[src/design/clap_pattern_detector_assert.svh]
// Assertion macros for the clap pattern detector.
// Used by the top level only; relies on the clk and arst_n ports being in scope.
`ifndef CLAP_PATTERN_DETECTOR_ASSERT_SVH
`define CLAP_PATTERN_DETECTOR_ASSERT_SVH

// Same-cycle implication, disabled while reset is asserted.
`define CPD_ASSERT_NOW(label, ante, cons) \
	label: assert property (@(posedge clk) disable iff (!arst_n) (ante) |-> (cons)) \
		else $error("clap pattern detector: same-cycle check failed");

// Next-cycle implication, disabled while reset is asserted.
`define CPD_ASSERT_NEXT(label, ante, cons) \
	label: assert property (@(posedge clk) disable iff (!arst_n) (ante) |=> (cons)) \
		else $error("clap pattern detector: next-cycle check failed");

`endif

[src/design/cpd_pkg.sv]
// Shared types and constants of the clap pattern detector.
// No dependencies; used by every module of the block.
`timescale 1ns / 1ps
`default_nettype none

package cpd_pkg;

	localparam int unsigned CFG_BITS       = 26;
	localparam int unsigned REQ_BITS       = 4;
	localparam int unsigned COUNT_BITS     = 4;
	localparam int unsigned OUTCOME_BITS   = 3;
	localparam int unsigned CFG_INDEX_BITS = 3;

	localparam int unsigned DEFAULT_MAX_CLAPS = 8;
	localparam int unsigned DEFAULT_TIME_BITS = 48;

	localparam int unsigned QUEUE_DEPTH = 2;

	localparam logic [CFG_BITS-1:0] RESET_DEBOUNCE = CFG_BITS'(150 * 1000);
	localparam logic [CFG_BITS-1:0] RESET_MAX_GAP  = CFG_BITS'(1500 * 1000);
	localparam logic [CFG_BITS-1:0] RESET_WINDOW   = CFG_BITS'(4000 * 1000);
	localparam logic [CFG_BITS-1:0] RESET_LOCKOUT  = CFG_BITS'(3000 * 1000);
	localparam logic [REQ_BITS-1:0] RESET_REQUIRED = REQ_BITS'(3);

	localparam logic [CFG_INDEX_BITS-1:0] REG_DEBOUNCE = CFG_INDEX_BITS'(0);
	localparam logic [CFG_INDEX_BITS-1:0] REG_MAX_GAP  = CFG_INDEX_BITS'(1);
	localparam logic [CFG_INDEX_BITS-1:0] REG_WINDOW   = CFG_INDEX_BITS'(2);
	localparam logic [CFG_INDEX_BITS-1:0] REG_LOCKOUT  = CFG_INDEX_BITS'(3);
	localparam logic [CFG_INDEX_BITS-1:0] REG_REQUIRED = CFG_INDEX_BITS'(4);

	typedef enum logic [OUTCOME_BITS-1:0] {
		OUT_DROPPED  = 3'd0,
		OUT_COUNTED  = 3'd1,
		OUT_GAP      = 3'd2,
		OUT_WINDOW   = 3'd3,
		OUT_COMPLETE = 3'd4
	} cpd_outcome_t;

	typedef struct packed {
		logic [CFG_BITS-1:0] debounce;
		logic [CFG_BITS-1:0] max_gap;
		logic [CFG_BITS-1:0] window;
		logic [CFG_BITS-1:0] lockout;
		logic [REQ_BITS-1:0] required;
	} cpd_cfg_t;

endpackage

`default_nettype wire

[src/design/cpd_front.sv]
// Front end of the clap pattern detector: a short queue of event timestamps.
// Depends on cpd_pkg for the queue depth and the default timestamp width.
`timescale 1ns / 1ps
`default_nettype none

module cpd_front #(
	parameter int unsigned TIME_BITS = cpd_pkg::DEFAULT_TIME_BITS
) (
	input  wire logic                 clk,
	input  wire logic                 arst_n,
	input  wire logic                 push,
	input  wire logic [TIME_BITS-1:0] event_time,
	output logic                      full,
	output logic                      head_valid,
	output logic [TIME_BITS-1:0]      head_time,
	input  wire logic                 take
);

	localparam int unsigned PTR_W = (cpd_pkg::QUEUE_DEPTH > 1) ? $clog2(cpd_pkg::QUEUE_DEPTH) : 1;
	localparam int unsigned CNT_W = $clog2(cpd_pkg::QUEUE_DEPTH + 1);
	localparam logic [PTR_W-1:0] LAST_PTR = PTR_W'(cpd_pkg::QUEUE_DEPTH - 1);

	logic [TIME_BITS-1:0] mem_q [cpd_pkg::QUEUE_DEPTH];
	logic [PTR_W-1:0]     wr_ptr_q;
	logic [PTR_W-1:0]     rd_ptr_q;
	logic [CNT_W-1:0]     count_q;
	logic                 do_push;
	logic                 do_take;

	assign full       = (count_q == CNT_W'(cpd_pkg::QUEUE_DEPTH));
	assign head_valid = (count_q != '0);
	assign head_time  = mem_q[rd_ptr_q];
	assign do_push    = push & ~full;
	assign do_take    = take & head_valid;

	always_ff @(posedge clk) begin
		if (do_push) begin
			mem_q[wr_ptr_q] <= event_time;
		end
	end

	always_ff @(posedge clk or negedge arst_n) begin
		if (!arst_n) begin
			wr_ptr_q <= '0;
			rd_ptr_q <= '0;
			count_q  <= '0;
		end else begin
			if (do_push) begin
				wr_ptr_q <= (wr_ptr_q == LAST_PTR) ? '0 : wr_ptr_q + PTR_W'(1);
			end
			if (do_take) begin
				rd_ptr_q <= (rd_ptr_q == LAST_PTR) ? '0 : rd_ptr_q + PTR_W'(1);
			end
			case ({do_push, do_take})
				2'b10:   count_q <= count_q + CNT_W'(1);
				2'b01:   count_q <= count_q - CNT_W'(1);
				default: count_q <= count_q;
			endcase
		end
	end

endmodule

`default_nettype wire

[src/design/cpd_back.sv]
// Back end of the clap pattern detector: debounce, gap and window tests,
// clap counting and the switch state, followed by a short result queue.
// Depends on cpd_pkg for the configuration struct, outcome codes and widths.
`timescale 1ns / 1ps
`default_nettype none

module cpd_back #(
	parameter int unsigned MAX_CLAPS = cpd_pkg::DEFAULT_MAX_CLAPS,
	parameter int unsigned TIME_BITS = cpd_pkg::DEFAULT_TIME_BITS
) (
	input  wire logic                              clk,
	input  wire logic                              arst_n,
	input  wire logic                              in_valid,
	input  wire logic [TIME_BITS-1:0]              in_time,
	output logic                                   in_take,
	input  wire cpd_pkg::cpd_cfg_t                 cfg,
	output logic                                   empty,
	input  wire logic                              pop,
	output logic [cpd_pkg::OUTCOME_BITS-1:0]       outcome,
	output logic [cpd_pkg::COUNT_BITS-1:0]         clap_tally,
	output logic                                   switch_on
);

	localparam int unsigned CW    = cpd_pkg::COUNT_BITS;
	localparam int unsigned PTR_W = (cpd_pkg::QUEUE_DEPTH > 1) ? $clog2(cpd_pkg::QUEUE_DEPTH) : 1;
	localparam int unsigned CNT_W = $clog2(cpd_pkg::QUEUE_DEPTH + 1);
	localparam logic [PTR_W-1:0] LAST_PTR = PTR_W'(cpd_pkg::QUEUE_DEPTH - 1);
	localparam logic [CW-1:0]    MAX_NEED = CW'(MAX_CLAPS);

	typedef struct packed {
		cpd_pkg::cpd_outcome_t outcome;
		logic [CW-1:0]         count;
		logic                  on;
	} result_t;

	logic [TIME_BITS-1:0] ref_q;
	logic [TIME_BITS-1:0] first_q;
	logic [TIME_BITS-1:0] prev_q;
	logic [CW-1:0]        count_q;
	logic                 on_q;

	logic [TIME_BITS-1:0] d_ref;
	logic [TIME_BITS-1:0] d_prev;
	logic [TIME_BITS-1:0] d_first;
	logic [CW-1:0]        need;
	logic                 pass;
	logic                 gap_hit;
	logic                 win_hit;
	logic [CW-1:0]        base_cnt;
	logic [CW-1:0]        new_cnt;
	logic                 complete;
	result_t              res;

	result_t              rq_mem_q [cpd_pkg::QUEUE_DEPTH];
	logic [PTR_W-1:0]     rq_wr_q;
	logic [PTR_W-1:0]     rq_rd_q;
	logic [CNT_W-1:0]     rq_cnt_q;
	logic                 rq_full;
	logic                 do_pop;

	assign rq_full = (rq_cnt_q == CNT_W'(cpd_pkg::QUEUE_DEPTH));
	assign empty   = (rq_cnt_q == '0);
	assign do_pop  = pop & ~empty;
	assign in_take = in_valid & ~rq_full;

	always_comb begin
		d_ref   = in_time - ref_q;
		d_prev  = in_time - prev_q;
		d_first = in_time - first_q;

		if (cfg.required == '0) begin
			need = CW'(1);
		end else if (cfg.required > MAX_NEED) begin
			need = MAX_NEED;
		end else begin
			need = cfg.required;
		end

		pass    = ~d_ref[TIME_BITS-1] && (d_ref >= TIME_BITS'(cfg.debounce));
		gap_hit = (count_q != '0) && ~d_prev[TIME_BITS-1] &&
			(d_prev > TIME_BITS'(cfg.max_gap));
		win_hit = (count_q != '0) && ~gap_hit && ~d_first[TIME_BITS-1] &&
			(d_first > TIME_BITS'(cfg.window));

		base_cnt = (gap_hit || win_hit) ? '0 : count_q;
		new_cnt  = base_cnt + CW'(1);
		complete = (new_cnt >= need);

		if (!pass) begin
			res.outcome = cpd_pkg::OUT_DROPPED;
			res.count   = count_q;
			res.on      = on_q;
		end else begin
			if (complete) begin
				res.outcome = cpd_pkg::OUT_COMPLETE;
			end else if (win_hit) begin
				res.outcome = cpd_pkg::OUT_WINDOW;
			end else if (gap_hit) begin
				res.outcome = cpd_pkg::OUT_GAP;
			end else begin
				res.outcome = cpd_pkg::OUT_COUNTED;
			end
			res.count = complete ? '0 : new_cnt;
			res.on    = on_q ^ complete;
		end
	end

	always_ff @(posedge clk or negedge arst_n) begin
		if (!arst_n) begin
			ref_q   <= '0;
			first_q <= '0;
			prev_q  <= '0;
			count_q <= '0;
			on_q    <= 1'b0;
		end else if (in_take && pass) begin
			ref_q   <= complete ? in_time + TIME_BITS'(cfg.lockout) : in_time;
			if (base_cnt == '0) begin
				first_q <= in_time;
			end
			prev_q  <= in_time;
			count_q <= res.count;
			on_q    <= res.on;
		end
	end

	always_ff @(posedge clk) begin
		if (in_take) begin
			rq_mem_q[rq_wr_q] <= res;
		end
	end

	always_ff @(posedge clk or negedge arst_n) begin
		if (!arst_n) begin
			rq_wr_q  <= '0;
			rq_rd_q  <= '0;
			rq_cnt_q <= '0;
		end else begin
			if (in_take) begin
				rq_wr_q <= (rq_wr_q == LAST_PTR) ? '0 : rq_wr_q + PTR_W'(1);
			end
			if (do_pop) begin
				rq_rd_q <= (rq_rd_q == LAST_PTR) ? '0 : rq_rd_q + PTR_W'(1);
			end
			case ({in_take, do_pop})
				2'b10:   rq_cnt_q <= rq_cnt_q + CNT_W'(1);
				2'b01:   rq_cnt_q <= rq_cnt_q - CNT_W'(1);
				default: rq_cnt_q <= rq_cnt_q;
			endcase
		end
	end

	assign outcome    = rq_mem_q[rq_rd_q].outcome;
	assign clap_tally = rq_mem_q[rq_rd_q].count;
	assign switch_on  = rq_mem_q[rq_rd_q].on;

endmodule

`default_nettype wire

[src/design/clap_pattern_detector.sv]
// Top level of the clap pattern detector: configuration registers, front queue and back end.
// Depends on cpd_pkg, cpd_front, cpd_back and clap_pattern_detector_assert.svh.
//
// Events arrive as microsecond timestamps through a queue-style port: an item is taken on a
// rising edge with push high and full low. Results leave through a queue-style port: while
// empty is low the oldest result is on outcome, clap_tally and switch_on, and it is removed
// on a rising edge with pop high. Every event gives exactly one result.
// An event item is registered in the event queue; the back end takes it from the head and
// writes its result into the result queue. Throughput is one event per cycle while results
// are popped, set by the combinational evaluation in the back end against its registered
// clap state. A two-entry queue on each side decouples the ports, so a consumer that holds
// pop low first fills the result queue and then the event queue, after which full rises; no
// item is lost. No event is taken while the result queue is full.
// Configuration registers are written through cfg_wr_en, cfg_addr and cfg_wdata and should
// only change while no events are in flight. Unknown addresses are ignored.
// Asynchronous reset clears both queues, the clap state and the switch, and restores the
// configuration defaults.
`timescale 1ns / 1ps
`default_nettype none

`include "clap_pattern_detector_assert.svh"

module clap_pattern_detector #(
	parameter int unsigned MAX_CLAPS = cpd_pkg::DEFAULT_MAX_CLAPS,
	parameter int unsigned TIME_BITS = cpd_pkg::DEFAULT_TIME_BITS
) (
	input  wire logic                                clk,
	input  wire logic                                arst_n,
	input  wire logic                                push,
	output logic                                     full,
	input  wire logic [TIME_BITS-1:0]                event_time,
	output logic                                     empty,
	input  wire logic                                pop,
	output logic [cpd_pkg::OUTCOME_BITS-1:0]         outcome,
	output logic [cpd_pkg::COUNT_BITS-1:0]           clap_tally,
	output logic                                     switch_on,
	input  wire logic                                cfg_wr_en,
	input  wire logic [cpd_pkg::CFG_INDEX_BITS-1:0]  cfg_addr,
	input  wire logic [cpd_pkg::CFG_BITS-1:0]        cfg_wdata
);

	cpd_pkg::cpd_cfg_t    cfg_q;
	logic                 head_valid;
	logic [TIME_BITS-1:0] head_time;
	logic                 head_take;

	always_ff @(posedge clk or negedge arst_n) begin
		if (!arst_n) begin
			cfg_q.debounce <= cpd_pkg::RESET_DEBOUNCE;
			cfg_q.max_gap  <= cpd_pkg::RESET_MAX_GAP;
			cfg_q.window   <= cpd_pkg::RESET_WINDOW;
			cfg_q.lockout  <= cpd_pkg::RESET_LOCKOUT;
			cfg_q.required <= cpd_pkg::RESET_REQUIRED;
		end else if (cfg_wr_en) begin
			case (cfg_addr)
				cpd_pkg::REG_DEBOUNCE: cfg_q.debounce <= cfg_wdata;
				cpd_pkg::REG_MAX_GAP:  cfg_q.max_gap  <= cfg_wdata;
				cpd_pkg::REG_WINDOW:   cfg_q.window   <= cfg_wdata;
				cpd_pkg::REG_LOCKOUT:  cfg_q.lockout  <= cfg_wdata;
				cpd_pkg::REG_REQUIRED: cfg_q.required <= cfg_wdata[cpd_pkg::REQ_BITS-1:0];
				default:               cfg_q          <= cfg_q;
			endcase
		end
	end

	cpd_front #(
		.TIME_BITS (TIME_BITS)
	) u_front (
		.clk        (clk),
		.arst_n     (arst_n),
		.push       (push),
		.event_time (event_time),
		.full       (full),
		.head_valid (head_valid),
		.head_time  (head_time),
		.take       (head_take)
	);

	cpd_back #(
		.MAX_CLAPS (MAX_CLAPS),
		.TIME_BITS (TIME_BITS)
	) u_back (
		.clk        (clk),
		.arst_n     (arst_n),
		.in_valid   (head_valid),
		.in_time    (head_time),
		.in_take    (head_take),
		.cfg        (cfg_q),
		.empty      (empty),
		.pop        (pop),
		.outcome    (outcome),
		.clap_tally (clap_tally),
		.switch_on  (switch_on)
	);

	`CPD_ASSERT_NOW(a_complete_clears_count,
		!empty && outcome == cpd_pkg::OUT_COMPLETE, clap_tally == '0)
	`CPD_ASSERT_NOW(a_restart_counts_one,
		!empty && (outcome == cpd_pkg::OUT_GAP || outcome == cpd_pkg::OUT_WINDOW),
		clap_tally == cpd_pkg::COUNT_BITS'(1))
	`CPD_ASSERT_NEXT(a_full_holds_without_take,
		full && !head_take, full)

endmodule

`default_nettype wire

[config.mk]
export PLATFORM = sky130hd
export DESIGN_NAME = clap_pattern_detector
export DESIGN_NICKNAME = d
export VERILOG_FILES = /design/src/design/cpd_pkg.sv /design/src/design/cpd_front.sv /design/src/design/cpd_back.sv /design/src/design/clap_pattern_detector.sv
export VERILOG_INCLUDE_DIRS = /design/src /design/src/design
export SDC_FILE = /design/constraint.sdc
export NUM_CORES = 1
export LEC_CHECK = 0
export BUFFER_PORTS_ARGS = -buffer_cell sky130_fd_sc_hd__buf_4
export CORE_ASPECT_RATIO = 1.4
export CORE_MARGIN = 4
export CORE_UTILIZATION = 42
export CTS_BUF_LIST = sky130_fd_sc_hd__clkbuf_4 sky130_fd_sc_hd__clkbuf_8
export CTS_CLUSTER_SIZE = 28
export DETAILED_ROUTE_END_ITERATION = 12
export PLACE_DENSITY = 0.63
export SLEW_MARGIN = 20
export SYNTH_ARGS = -nofsm -noshare
export SYNTH_HDL_FRONTEND = slang
export SYNTH_SLANG_ARGS = --single-unit
export TNS_END_PERCENT = 1
[constraint.sdc]
create_clock -name clk -period 32.1 [get_ports clk]
set_input_delay 9.63 -clock clk [delete_from_list [all_inputs] [get_ports clk]]
set_output_delay 9.63 -clock clk [all_outputs]
set_load 0.005 [all_outputs]
==> impl_results.md <==
- Setup TNS Final: 0 ps
- Avg WL per Cell: 19.3 µm
- Io pins: 92
- Critical Path Start: u_back.rq_rd_q$_DFFE_PN0P_
- Max-slew violation count: 0
- DRC errors left: 0
- Area Growth Syn to Fin: 10.7%
- Vias in the first global route: 22000
- Critical Path RT: 22470 ps
- # H-tree levels: 2
- Unrepaired setup endpoints after global routing: no
- Design Area, Final: 30100 µm²
- Final hold violations: 0
- Maxcap violations: 0
- Adder-cell share of the synthesized area: 0.120
- Yosys warning count: 0
- Compound-Gate Fraction of Synth Area: 0.205
- GP Congestion: 0.932
- First-pass GRT wire length: 121000 µm
- Synth Area in Simple Gates: 0.140
- Hold Path Class: flop to flop
- Cell area after synthesis: 27200 µm²
- Largest net degree at the start of global routing: 80
- # Post-CTS Setup Buffers: 0
- Final setup viols: 0
- Initial core utilization: 0.423
- Height of the die: 309 µm
- Hpwl dp: 59800 µm
- Distinct cell type count after synthesis: 96
- Sequential cell area: 10000 µm²
- Max Fanout on Critical Path: 9
- Filler cell count: 6271
- Period utilization: 0.355
- GRT overflow: 0
- Syn avg cell area: 9.00 µm²
- Startpoint Class: flop
- Multi-input logic area: 15700 µm²
- Worst-Margin Slew: 1040 ps
- R2R cell count: 37
- Starting DRT DRC Count: 1513
- Yosys reg bits: 377
- Largest family of logic cells by synthesized area: compound AO/OA/AOI/OAI gates
- Cts hold-fix bufs: 0
- Min Hold Slack: 495 ps
- Clock tree sinks: 377
- Final #Nets: 3442
- Ys flop type: dfrtp_1
- CTS tree: yes
- Asr flop ratio synth: 0.703
- Port bufs: 91
- Crit path arrival time: 1760 ps
- Fraction of layout cells with a size suffix above 1: 0.135
- Worst-Skew Late Latency: 710 ps
- Worst setup path end: clap_tally[1]
- Net count after synthesis: 3363
- Drt pass-1 iters: 6
- Vias: 22300
- Critical path, cell by cell: mux2_2, buf_4
- Slew HR: 0.308
- Mapped Cells: 3023
- Crit-path slowest cell: dfrtp_1
- Beginning of the worst register-to-register path: u_front.rd_ptr_q$_DFFE_PN0P_
- GRT Total Usage: 0.220
- Number of placement rows: 110
- Peak Freq: 87.8 MHz
- Total CTS buffers: 61
- Core footprint: 64300 µm²
- Number of synthesized flops with an enable pin: 112
- Max Clock Skew: 61.8 ps
- Avg Vias per Cell: 5.59
- Post-synthesis mux area share: 0.0581
- Die area: 69000 µm²
- CP peak stage delay: 580 ps
- Worst-path clk slew: 60 ps
- DP Area: 28800 µm²
- Fin crit period: 11390 ps
- Setup CP Type: flop to output pin
- FF-to-FF setup slack: 21000 ps
- Status: finished, final reports clean
- Initial antenna violation count: 1
- Crit end category: output pin
- Xor and xnor area share after synthesis: 0.0528
- WL final: 77300 µm
- Sequential area share after synthesis: 0.369
- Post-CTS sizing: 0
- CTS Buffer Depth: 3
- Final antenna-violating net count: 0
- Root Buffer: clkbuf_8
- Die width: 223 µm
- Reg2Reg Capture Point: u_back.ref_q[47]$_DFFE_PN0P_
==> Yosys cell counts, types with 76 or more instances <==
master	n	area [µm²]
edfxtp_1	112	3360
mux2_2	76	856
inv_1	282	1060
nand2_1	338	1270
xnor2_1	111	972
o21ai_1	92	460
dfrtp_1	228	5710
a21oi_1	239	1200
o21ai_0	203	1020
nor2_1	153	574
ha_1	254	3180
clkbuf_1	86	323
==> per-layer routing <==
metal	global-route usage	part of all wire
met1	0.261	0.41
met5	0	0
met4	0.0978	0.050
met3	0.0258	0.038
met2	0.400	0.51
==> cell usage in the layout (no fill, tap or decap), types with 26 or more instances in the layout <==
cell        n
a211oi_1   33
a21o_1     66
a21oi_1   238
buf_4     120
clkbuf_4   26
clkbuf_8   72
dfrtp_1   227
dfstp_2    37
edfxtp_1  112
ha_1      254
inv_1     282
mux2_2     76
mux2i_1    39
nand2_1   338
nand2b_1   32
nand3_1    55
nand4_1    50
nor2_1    150
nor3_1     54
o211ai_1   32
o21a_1     37
o21ai_0   203
o21ai_1    92
xnor2_1   111
xor2_1     53
==> state kept, by name, summed over array words and instances (netlist names), 2 cells and up <==
| name | cells |
|---|---|
| cfg_q | 108 |
| u_back.count_q | 4 |
| u_back.first_q | 48 |
| u_back.prev_q | 48 |
| u_back.ref_q | 48 |
| u_back.rq_cnt_q | 2 |
| u_back.rq_mem_q | 16 |
| u_front.count_q | 2 |
| u_front.mem_q | 96 |
==> worst max-delay path: cells and delay by family (launching register included) <==
kind | cells | cell delay (ps)
multiplexers | 1 | 390
buffers and inverters | 1 | 140
flip-flops | 1 | 580
==> stage by stage <==
| stage | setup WS (ps) | instances | utilization |
|---|---|---|---|
| 2_1_floorplan | 19910 | 3023 | - |
| 5_1_grt | 20360 | 3994 | 0.469 |
| 6_report | 20710 | 3995 | 0.469 |
| 3_5_place_dp | 20030 | 3879 | 0.448 |
| 3_3_place_gp | 20020 | 3879 | 0.448 |
| 4_1_cts | 20640 | 3993 | 0.468 |
==> area by class of cell <==
| class | count | area share |
|---|---|---|
| repair buffers | 122 | 0.0308 |
| well taps | 840 | 0.0349 |
| clock buffers | 98 | 0.0394 |
| flip-flops and latches | 377 | 0.333 |
| inverters | 282 | 0.0351 |
| clock inverters | 16 | 0.00478 |
| diodes | 2 | 0.000166 |
| multi-input cells | 2258 | 0.521 |
==> worst min path at each step <==
stage                                      from                     endpoint  slack (ps)  cells after the start
floorplan            u_back.rq_wr_q$_DFFE_PN0P_   u_back.rq_wr_q$_DFFE_PN0P_         460                      1
global placement     u_back.rq_wr_q$_DFFE_PN0P_   u_back.rq_wr_q$_DFFE_PN0P_         480                      1
detailed placement  u_back.ref_q[0]$_DFFE_PN0P_  u_back.ref_q[0]$_DFFE_PN0P_         490                      1
CTS                 u_back.ref_q[0]$_DFFE_PN0P_  u_back.ref_q[0]$_DFFE_PN0P_         500                      1
global route        u_back.ref_q[0]$_DFFE_PN0P_  u_back.ref_q[0]$_DFFE_PN0P_         510                      1
finish              u_back.ref_q[0]$_DFFE_PN0P_  u_back.ref_q[0]$_DFFE_PN0P_         500                      1
==> kinds of logic after synthesis <==
logic type,count (synthesis)
buffers and inverters,388
muxes,138
DFF,377
AOI/OAI and AO/OA,887
and+or+nand+nor,811
xor gates and xnor gates,164
adders and majority gates,258
Power is not shown: default switching activity piles up to over one toggle a cycle in this logic, so the estimate is an artifact.
